--- src/rtl/core/ddm_pkg.sv ---
// Shared types and constants for the decimal digit multiplier.
package ddm_pkg;

  localparam int MaxDigitsDef = 16;
  localparam int MaxOut       = 32;

  localparam logic [1:0] CMD_LOAD_A   = 2'd0;
  localparam logic [1:0] CMD_LOAD_B   = 2'd1;
  localparam logic [1:0] CMD_MULTIPLY = 2'd2;

  localparam logic [3:0] DIGIT_MAX = 4'd9;

  typedef struct packed {
    logic [1:0] command;
    logic [3:0] digit;
  } ddm_in_t;

  typedef struct packed {
    logic [3:0] product_digit;
    logic [4:0] digit_position;
    logic       last;
    logic       overflow;
  } ddm_out_t;

endpackage

--- src/rtl/core/decimal_digit_multiplier_core.sv ---
// Schoolbook decimal multiplier: operand digit stores, column sequencer, carry pass, emitter.
// Load: taken in S_IDLE; multiply: per column S_COL, S_TERM per term, S_DR1, S_DR2, S_DIV1,
//   S_DIV2 (S_COL to S_DIV1 with no terms) on the shared 4x4 multiplier and divide-by-ten
//   unit, then S_EMRD, S_EMIT per digit, held by output stalls; input stalls until the last.
// Synchronous active-low reset clears counts, overflow flag and sequencer; digit stores
//   hold whatever they held and are read only where written.
module decimal_digit_multiplier_core #(
  parameter int MAX_DIGITS = ddm_pkg::MaxDigitsDef
) (
  input  logic             clk,
  input  logic             rst_n,
  input  logic             in_valid,
  output logic             in_stall,
  input  ddm_pkg::ddm_in_t in_data,
  output logic             out_valid,
  input  logic             out_stall,
  output ddm_pkg::ddm_out_t out_data
);

  localparam int Cols = 2 * MAX_DIGITS;
  localparam int IW   = (MAX_DIGITS > 1) ? $clog2(MAX_DIGITS) : 1;
  localparam int KW   = $clog2(Cols);
  localparam int W    = KW + 1;
  localparam int CNW  = $clog2(MAX_DIGITS + 1);
  localparam int CW   = $clog2(MAX_DIGITS * 81 * 2);

  typedef enum logic [3:0] {
    S_IDLE, S_COL, S_TERM, S_DR1, S_DR2, S_DIV1, S_DIV2, S_EMRD, S_EMIT
  } state_t;

  state_t           state_r;
  logic [CNW-1:0]   cnt_a_r, cnt_b_r;
  logic             ovf_r;
  logic [KW-1:0]    k_r;
  logic [KW-1:0]    top_r;
  logic [W-1:0]     i_r, ihi_r;
  logic [CW-1:0]    carry_r, tot_r, q_r, acc_r;
  logic [4:0]       pos_r;
  logic             out_valid_r;

  logic [3:0]       a_mem [MAX_DIGITS];
  logic [3:0]       b_mem [MAX_DIGITS];
  logic [3:0]       dig_mem [Cols];
  logic [3:0]       a_rd_r, b_rd_r, dig_rd_r;
  logic             rv_r, pv_r;
  logic [7:0]       prod_r;

  logic             in_acc, a_we, b_we, dig_we;
  logic [3:0]       load_digit;
  logic [W-1:0]     k_w, ca_w, cb_w, ilo, ihi, j_w;
  logic             has_terms;
  logic [CW-1:0]    tot, q_calc, r_raw, r_fix, q_fix;
  logic [15:0]      tot16;
  logic [31:0]      qmul;
  logic             top_big;
  logic [4:0]       last_pos;

  assign in_stall   = (state_r != S_IDLE);
  assign in_acc     = in_valid && !in_stall;
  assign load_digit = (in_data.digit > ddm_pkg::DIGIT_MAX) ? ddm_pkg::DIGIT_MAX : in_data.digit;
  assign a_we = in_acc && (in_data.command == ddm_pkg::CMD_LOAD_A) &&
                (cnt_a_r < CNW'(MAX_DIGITS));
  assign b_we = in_acc && (in_data.command == ddm_pkg::CMD_LOAD_B) &&
                (cnt_b_r < CNW'(MAX_DIGITS));

  assign k_w  = W'(k_r);
  assign ca_w = W'(cnt_a_r);
  assign cb_w = W'(cnt_b_r);
  assign ilo  = (k_w >= cb_w) ? (k_w - cb_w + W'(1)) : '0;
  assign ihi  = (k_w < ca_w) ? k_w : (ca_w - W'(1));
  assign has_terms = (cnt_a_r != '0) && (cnt_b_r != '0) && (ilo <= ihi);
  assign j_w  = k_w - i_r;

  assign tot    = acc_r + carry_r;
  assign tot16  = 16'(tot);
  assign qmul   = {16'd0, tot16} * 32'd52429;
  assign q_calc = CW'(qmul >> 19);
  assign r_raw  = tot_r - (CW'({q_r, 3'b000}) + CW'({q_r, 1'b0}));
  assign r_fix  = (r_raw >= CW'(10)) ? (r_raw - CW'(10)) : r_raw;
  assign q_fix  = (r_raw >= CW'(10)) ? (q_r + CW'(1)) : q_r;
  assign dig_we = (state_r == S_DIV2);

  assign top_big  = (top_r >> 5) != '0;
  assign last_pos = top_big ? 5'd31 : 5'(top_r);

  assign out_valid               = out_valid_r;
  assign out_data.product_digit  = dig_rd_r;
  assign out_data.digit_position = pos_r;
  assign out_data.last           = (pos_r == last_pos);
  assign out_data.overflow       = ovf_r | top_big;

  always_ff @(posedge clk) begin
    if (a_we) begin
      a_mem[cnt_a_r[IW-1:0]] <= load_digit;
    end
    if (b_we) begin
      b_mem[cnt_b_r[IW-1:0]] <= load_digit;
    end
    if (dig_we) begin
      dig_mem[k_r] <= r_fix[3:0];
    end
    a_rd_r   <= a_mem[i_r[IW-1:0]];
    b_rd_r   <= b_mem[j_w[IW-1:0]];
    dig_rd_r <= dig_mem[KW'(pos_r)];
  end

  always_ff @(posedge clk) begin
    if (!rst_n) begin
      rv_r <= 1'b0;
      pv_r <= 1'b0;
    end else begin
      rv_r <= (state_r == S_TERM);
      pv_r <= rv_r;
    end
    prod_r <= a_rd_r * b_rd_r;
    if (state_r == S_COL) begin
      acc_r <= '0;
    end else if (pv_r) begin
      acc_r <= acc_r + CW'(prod_r);
    end
  end

  always_ff @(posedge clk) begin
    if (!rst_n) begin
      state_r     <= S_IDLE;
      cnt_a_r     <= '0;
      cnt_b_r     <= '0;
      ovf_r       <= 1'b0;
      out_valid_r <= 1'b0;
      k_r         <= '0;
      top_r       <= '0;
      pos_r       <= '0;
    end else begin
      unique case (state_r)
        S_IDLE: begin
          if (in_acc) begin
            priority if (in_data.command == ddm_pkg::CMD_LOAD_A) begin
              if (a_we) cnt_a_r <= cnt_a_r + CNW'(1);
              else ovf_r <= 1'b1;
            end else if (in_data.command == ddm_pkg::CMD_LOAD_B) begin
              if (b_we) cnt_b_r <= cnt_b_r + CNW'(1);
              else ovf_r <= 1'b1;
            end else if (in_data.command == ddm_pkg::CMD_MULTIPLY) begin
              k_r     <= '0;
              top_r   <= '0;
              carry_r <= '0;
              state_r <= S_COL;
            end else begin
              state_r <= S_IDLE;
            end
          end
        end
        S_COL: begin
          if (has_terms) begin
            i_r     <= ilo;
            ihi_r   <= ihi;
            state_r <= S_TERM;
          end else begin
            state_r <= S_DIV1;
          end
        end
        S_TERM: begin
          if (i_r == ihi_r) begin
            state_r <= S_DR1;
          end else begin
            i_r <= i_r + W'(1);
          end
        end
        S_DR1: state_r <= S_DR2;
        S_DR2: state_r <= S_DIV1;
        S_DIV1: begin
          tot_r   <= tot;
          q_r     <= q_calc;
          state_r <= S_DIV2;
        end
        S_DIV2: begin
          carry_r <= q_fix;
          if (r_fix != '0) top_r <= k_r;
          if (k_r == KW'(Cols - 1)) begin
            pos_r   <= '0;
            state_r <= S_EMRD;
          end else begin
            k_r     <= k_r + KW'(1);
            state_r <= S_COL;
          end
        end
        S_EMRD: begin
          out_valid_r <= 1'b1;
          state_r     <= S_EMIT;
        end
        S_EMIT: begin
          if (!out_stall) begin
            out_valid_r <= 1'b0;
            if (pos_r == last_pos) begin
              cnt_a_r <= '0;
              cnt_b_r <= '0;
              ovf_r   <= 1'b0;
              state_r <= S_IDLE;
            end else begin
              pos_r   <= pos_r + 5'd1;
              state_r <= S_EMRD;
            end
          end
        end
        default: state_r <= S_IDLE;
      endcase
    end
  end

`ifndef SYNTHESIS
  a_out_only_in_emit: assert property (@(posedge clk) disable iff (!rst_n)
    out_valid |-> (state_r == S_EMIT))
    else $error("result valid outside emit phase");
  a_no_load_while_busy: assert property (@(posedge clk) disable iff (!rst_n)
    out_valid |-> in_stall)
    else $error("input taken while results pending");
  a_digit_decimal: assert property (@(posedge clk) disable iff (!rst_n)
    out_valid |-> (out_data.product_digit <= ddm_pkg::DIGIT_MAX))
    else $error("product digit above nine");
  a_clear_after_last: assert property (@(posedge clk) disable iff (!rst_n)
    (out_valid && !out_stall && out_data.last) |=>
      (cnt_a_r == '0 && cnt_b_r == '0 && !ovf_r && state_r == S_IDLE))
    else $error("operands not cleared after product");
  a_count_bound: assert property (@(posedge clk) disable iff (!rst_n)
    (cnt_a_r <= CNW'(MAX_DIGITS)) && (cnt_b_r <= CNW'(MAX_DIGITS)))
    else $error("operand count beyond capacity");
`endif

endmodule
--- config.mk ---
export PLATFORM = sky130hd
export DESIGN_NAME = decimal_digit_multiplier_core
export DESIGN_NICKNAME = d
export VERILOG_FILES = /design/src/rtl/core/ddm_pkg.sv /design/src/rtl/core/decimal_digit_multiplier_core.sv
export SDC_FILE = /design/constraint.sdc
export NUM_CORES = 1
export LEC_CHECK = 0
export ABC_CLOCK_PERIOD_IN_PS = 16900
export BUFFER_PORTS_ARGS = -buffer_cell sky130_fd_sc_hd__buf_2
export CORE_UTILIZATION = 55
export CTS_CLUSTER_DIAMETER = 30
export DETAILED_ROUTE_END_ITERATION = 10
export PLACE_DENSITY = 0.74
export SLEW_MARGIN = 40
export SYNTH_ARGS = -nofsm -noshare
export SYNTH_HDL_FRONTEND = slang
export SYNTH_SLANG_ARGS = --single-unit
--- constraint.sdc ---
create_clock -name clk -period 16.9 [get_ports clk]
set_input_delay 0 -clock clk [delete_from_list [all_inputs] [get_ports clk]]
set_output_delay 0 -clock clk [all_outputs]
set_load 0.1 [all_outputs]
==> results.py <==
metrics = {
    "global_routing": {
        "grt_max_degree": 38,
        "grt_remaining_overflow": 0,
        "grt_pass1_wl_mm": 67.1,
        "first_global_vias": 12300,
        "grt_util_all_layers_pct": 23.7,
        "grt_antenna_before_repair": 0,
    },
    "synth": {
        "synth_edf_count": 299,
        "ys_async_sr_fraction_pct": 0,
        "yosys-top-cells-area": "edfxtp_1 45%, ha_1 10%, mux4_2 8.6%",
        "syn_inst": 1500,
        "yosys_warnings": 0,
        "synth.most_common_cell": "edfxtp_1",
        "synth_seq_cells": 364,
        "syn-cell-area_um2": 19900,
        "yosysTopAreaCellShare_pct": 45.2,
        "synth.distinct_cells": 79,
        "yosysSeqAreaShare_pct": 51.7,
        "syn_nets": 1728,
        "syn_area_per_cell_um2": 13.3,
        "synthFlopType": "edfxtp_1",
        "yosysTopAreaCell": "edfxtp_1",
        "synth_common_cells": "299 x edfxtp_1, 160 x ha_1, 144 x inv_1, 140 x nor2_1, 76 x mux4_2",
    },
    "setup_path": {
        "critPathKind": "reg -> reg",
        "r2r_slack_ps": 8730,
        "worstPathRequired_ps": 17230,
        "start_kind": "register",
        "crit_fanout": 6,
        "endpoint_kind": "register",
        "reg2reg_from": "carry_r[0]",
        "crit_arrival_ps": 8500,
        "ff2ff_path_depth": 27,
        "rr_endpoint": "q_r[7]",
    },
    "worst_hold_path": {
        "hold_class": "in -> reg",
        "holdPathStages": 5,
        "worstHoldStart": "in_data[4]",
        "min_to": "cnt_a_r[0]",
    },
    "job": {
        "maxCapViolCount": 0,
    },
    "clock_tree": {
        "cts_resized": 0,
        "cts_tree": "done",
        "path_clk_slew_ps": 50,
        "cts-root-buf": "clkbuf_16",
        "clockBufferDepth": 3,
        "cts_made_buffers": 61,
        "cts_hold_buf": 8,
        "insertion_delay_ps": 610,
        "clock_sinks": 364,
        "postCtsSetupBuffers": 0,
        "htreeDepth": 2,
    },
    "cells_and_area": {
        "syn_to_final_growth_pct": 15.0,
        "nets": 1790,
        "fin_area_um2": 22900,
        "fillers": 2562,
        "diodes": 0,
        "drive_above_1_share_pct": 16.7,
        "post-route-util_pct": 64.3,
    },
    "timing": {
        "setup_tns_ps": 0,
        "setup_viol": 0,
        "fin_crit_ps": 8170,
        "rsz0062_at_grt": "no",
        "worst_pin_slew_ps": 778,
        "hold_violations": 0,
        "max_freq_ghz": 0.122,
        "maxSlewViolCount": 0,
        "fin_crit_sh_pct": 48.3,
        "maxSlewHeadroom_pct": 48.1,
        "finalClockSkew_ps": 45.1,
    },
    "detailed_routing": {
        "ant_nets": 0,
        "routed_via_density": 5.81,
        "drc": 0,
        "first_pass_iters": 5,
        "drtIter0Drc": 860,
        "num_vias": 12100,
        "wire_per_inst_um": 20.2,
        "wirelength_mm": 42.0,
    },
    "die": {
        "io_pins": 23,
        "die-area_um2": 36900,
        "core_area_um2": 35600,
        "fp-row-count": 69,
        "die_h_um": 192,
        "die_w_um": 192,
        "start_util_pct": 55.9,
    },
    "placed_design": {
        "placed_cell_area_um2": 20600,
        "place_hpwl_mm": 28.8,
        "numPortBuffers": 22,
        "gp_congestion": 0.896,
    },
    "power": {
        "p_per_area_nw_per_um2": 122,
        "vdd_drop_max_mv": 0.151,
        "power_leakage_nw": 8.81,
    },
    "status": {
        "status": "complete, no violations",
    },
}
## report_power, final
part,internal [mW],switching (mW),total [mW]
registers,0.981,0.00317,0.984
logic,0.230,0.295,0.525
clock network,0.811,0.479,1.29
total,2.02,0.777,2.80
## metal layers
metal	GRT usage, %	wire length (um)	part of all wire [%]	up-vias
met2	39.6	20800	50	324
met5	0	0	0	-
li1	-	-	-	5653
met4	7.27	1010	2.4	0
met1	31.4	18000	43	5994
met3	4.29	2140	5.1	86
## worst max path at each step
stage	slack (ps)	startpoint	depth (start not counted)	endpoint
3_5_place_dp	8790	carry_r[0]	27	q_r[7]
3_3_place_gp	9090	carry_r[0]	27	q_r[7]
4_1_cts	8690	carry_r[0]	27	q_r[7]
6_report	8730	carry_r[0]	27	q_r[7]
5_1_grt	8250	carry_r[0]	27	q_r[7]
2_1_floorplan	9610	carry_r[0]	27	q_r[7]
## worst max-delay path: stages (launching register included)
cell and delay [ps]:
edfxtp_1 380, ha_1 250, fa_1 420, a21o_1 180
a21oi_1 240, o21bai_1 130, a31o_2 270, a41o_1 300
nor2_1 140, xnor2_1 270, inv_1 140, ha_1 310
inv_1 60, fa_1 550, fa_1 530, inv_1 50
fa_1 490, fa_1 520, inv_1 40, ha_1 200
or4_1 550, a211oi_1 210, o21ai_0 130, a221oi_1 570
o21ai_0 300, a41oi_1 400, a21oi_1 140, xor2_1 160
## metrics by stage
| stage | cells | power [mW] | hold slack [ps] | setup slack, ps |
|---|---|---|---|---|
| 2_1_floorplan | 1500 | 1.39 | 180 | 9610 |
| 3_3_place_gp | 1951 | 1.49 | 343 | 9090 |
| 3_5_place_dp | 1952 | 1.51 | 350 | 8790 |
| 4_1_cts | 2076 | 2.81 | 3.96 | 8690 |
| 5_1_grt | 2076 | 2.93 | 44.9 | 8250 |
| 6_report | 2076 | 2.80 | 21.8 | 8730 |
## kinds of logic (layout without fill, tap and decap cells)
group	count (synthesis)	count (layout)	share of synthesized area [%]
xor gates and xnor gates	78	78	3.44
muxes	99	99	9.83
AOI/OAI and AO/OA	190	190	6.53
and+or+nand+nor	358	358	8.90
DFF	364	364	51.7
adders and majority gates	218	218	15.9
buffers and inverters	193	308	3.70
## layout by cell type, fill, tap and decap left out, types with 56 or more instances in the layout
master     synthesis  routed
dfxtp_1           65      63
nor2_1           140     140
fa_1              58      58
nand2_1           63      63
clkbuf_16          0      62
mux4_2            76      76
edfxtp_1         299     299
ha_1             160     159
inv_1            144     144
a21oi_1           56      56
## flip-flops by register name (all words and copies together), names as in the netlist, 8 cells and up
name     count
acc_r       12
a_mem       64
tot_r       12
dig_mem    128
carry_r     10
prod_r       8
b_mem       64
q_r          9
## layout make-up
class                      count  area [um^2]  area share, %
inverter                     146          548           2.40
tap                          461          577           2.52
clock buffer                  69         1600           6.99
sequential                   364        10300           45.0
timing repair buffer          46          314           1.37
multi-input combinational    943         8940           39.1
clock inverter                47          612           2.68
Note: power is estimated with default switching activity, not from simulation.
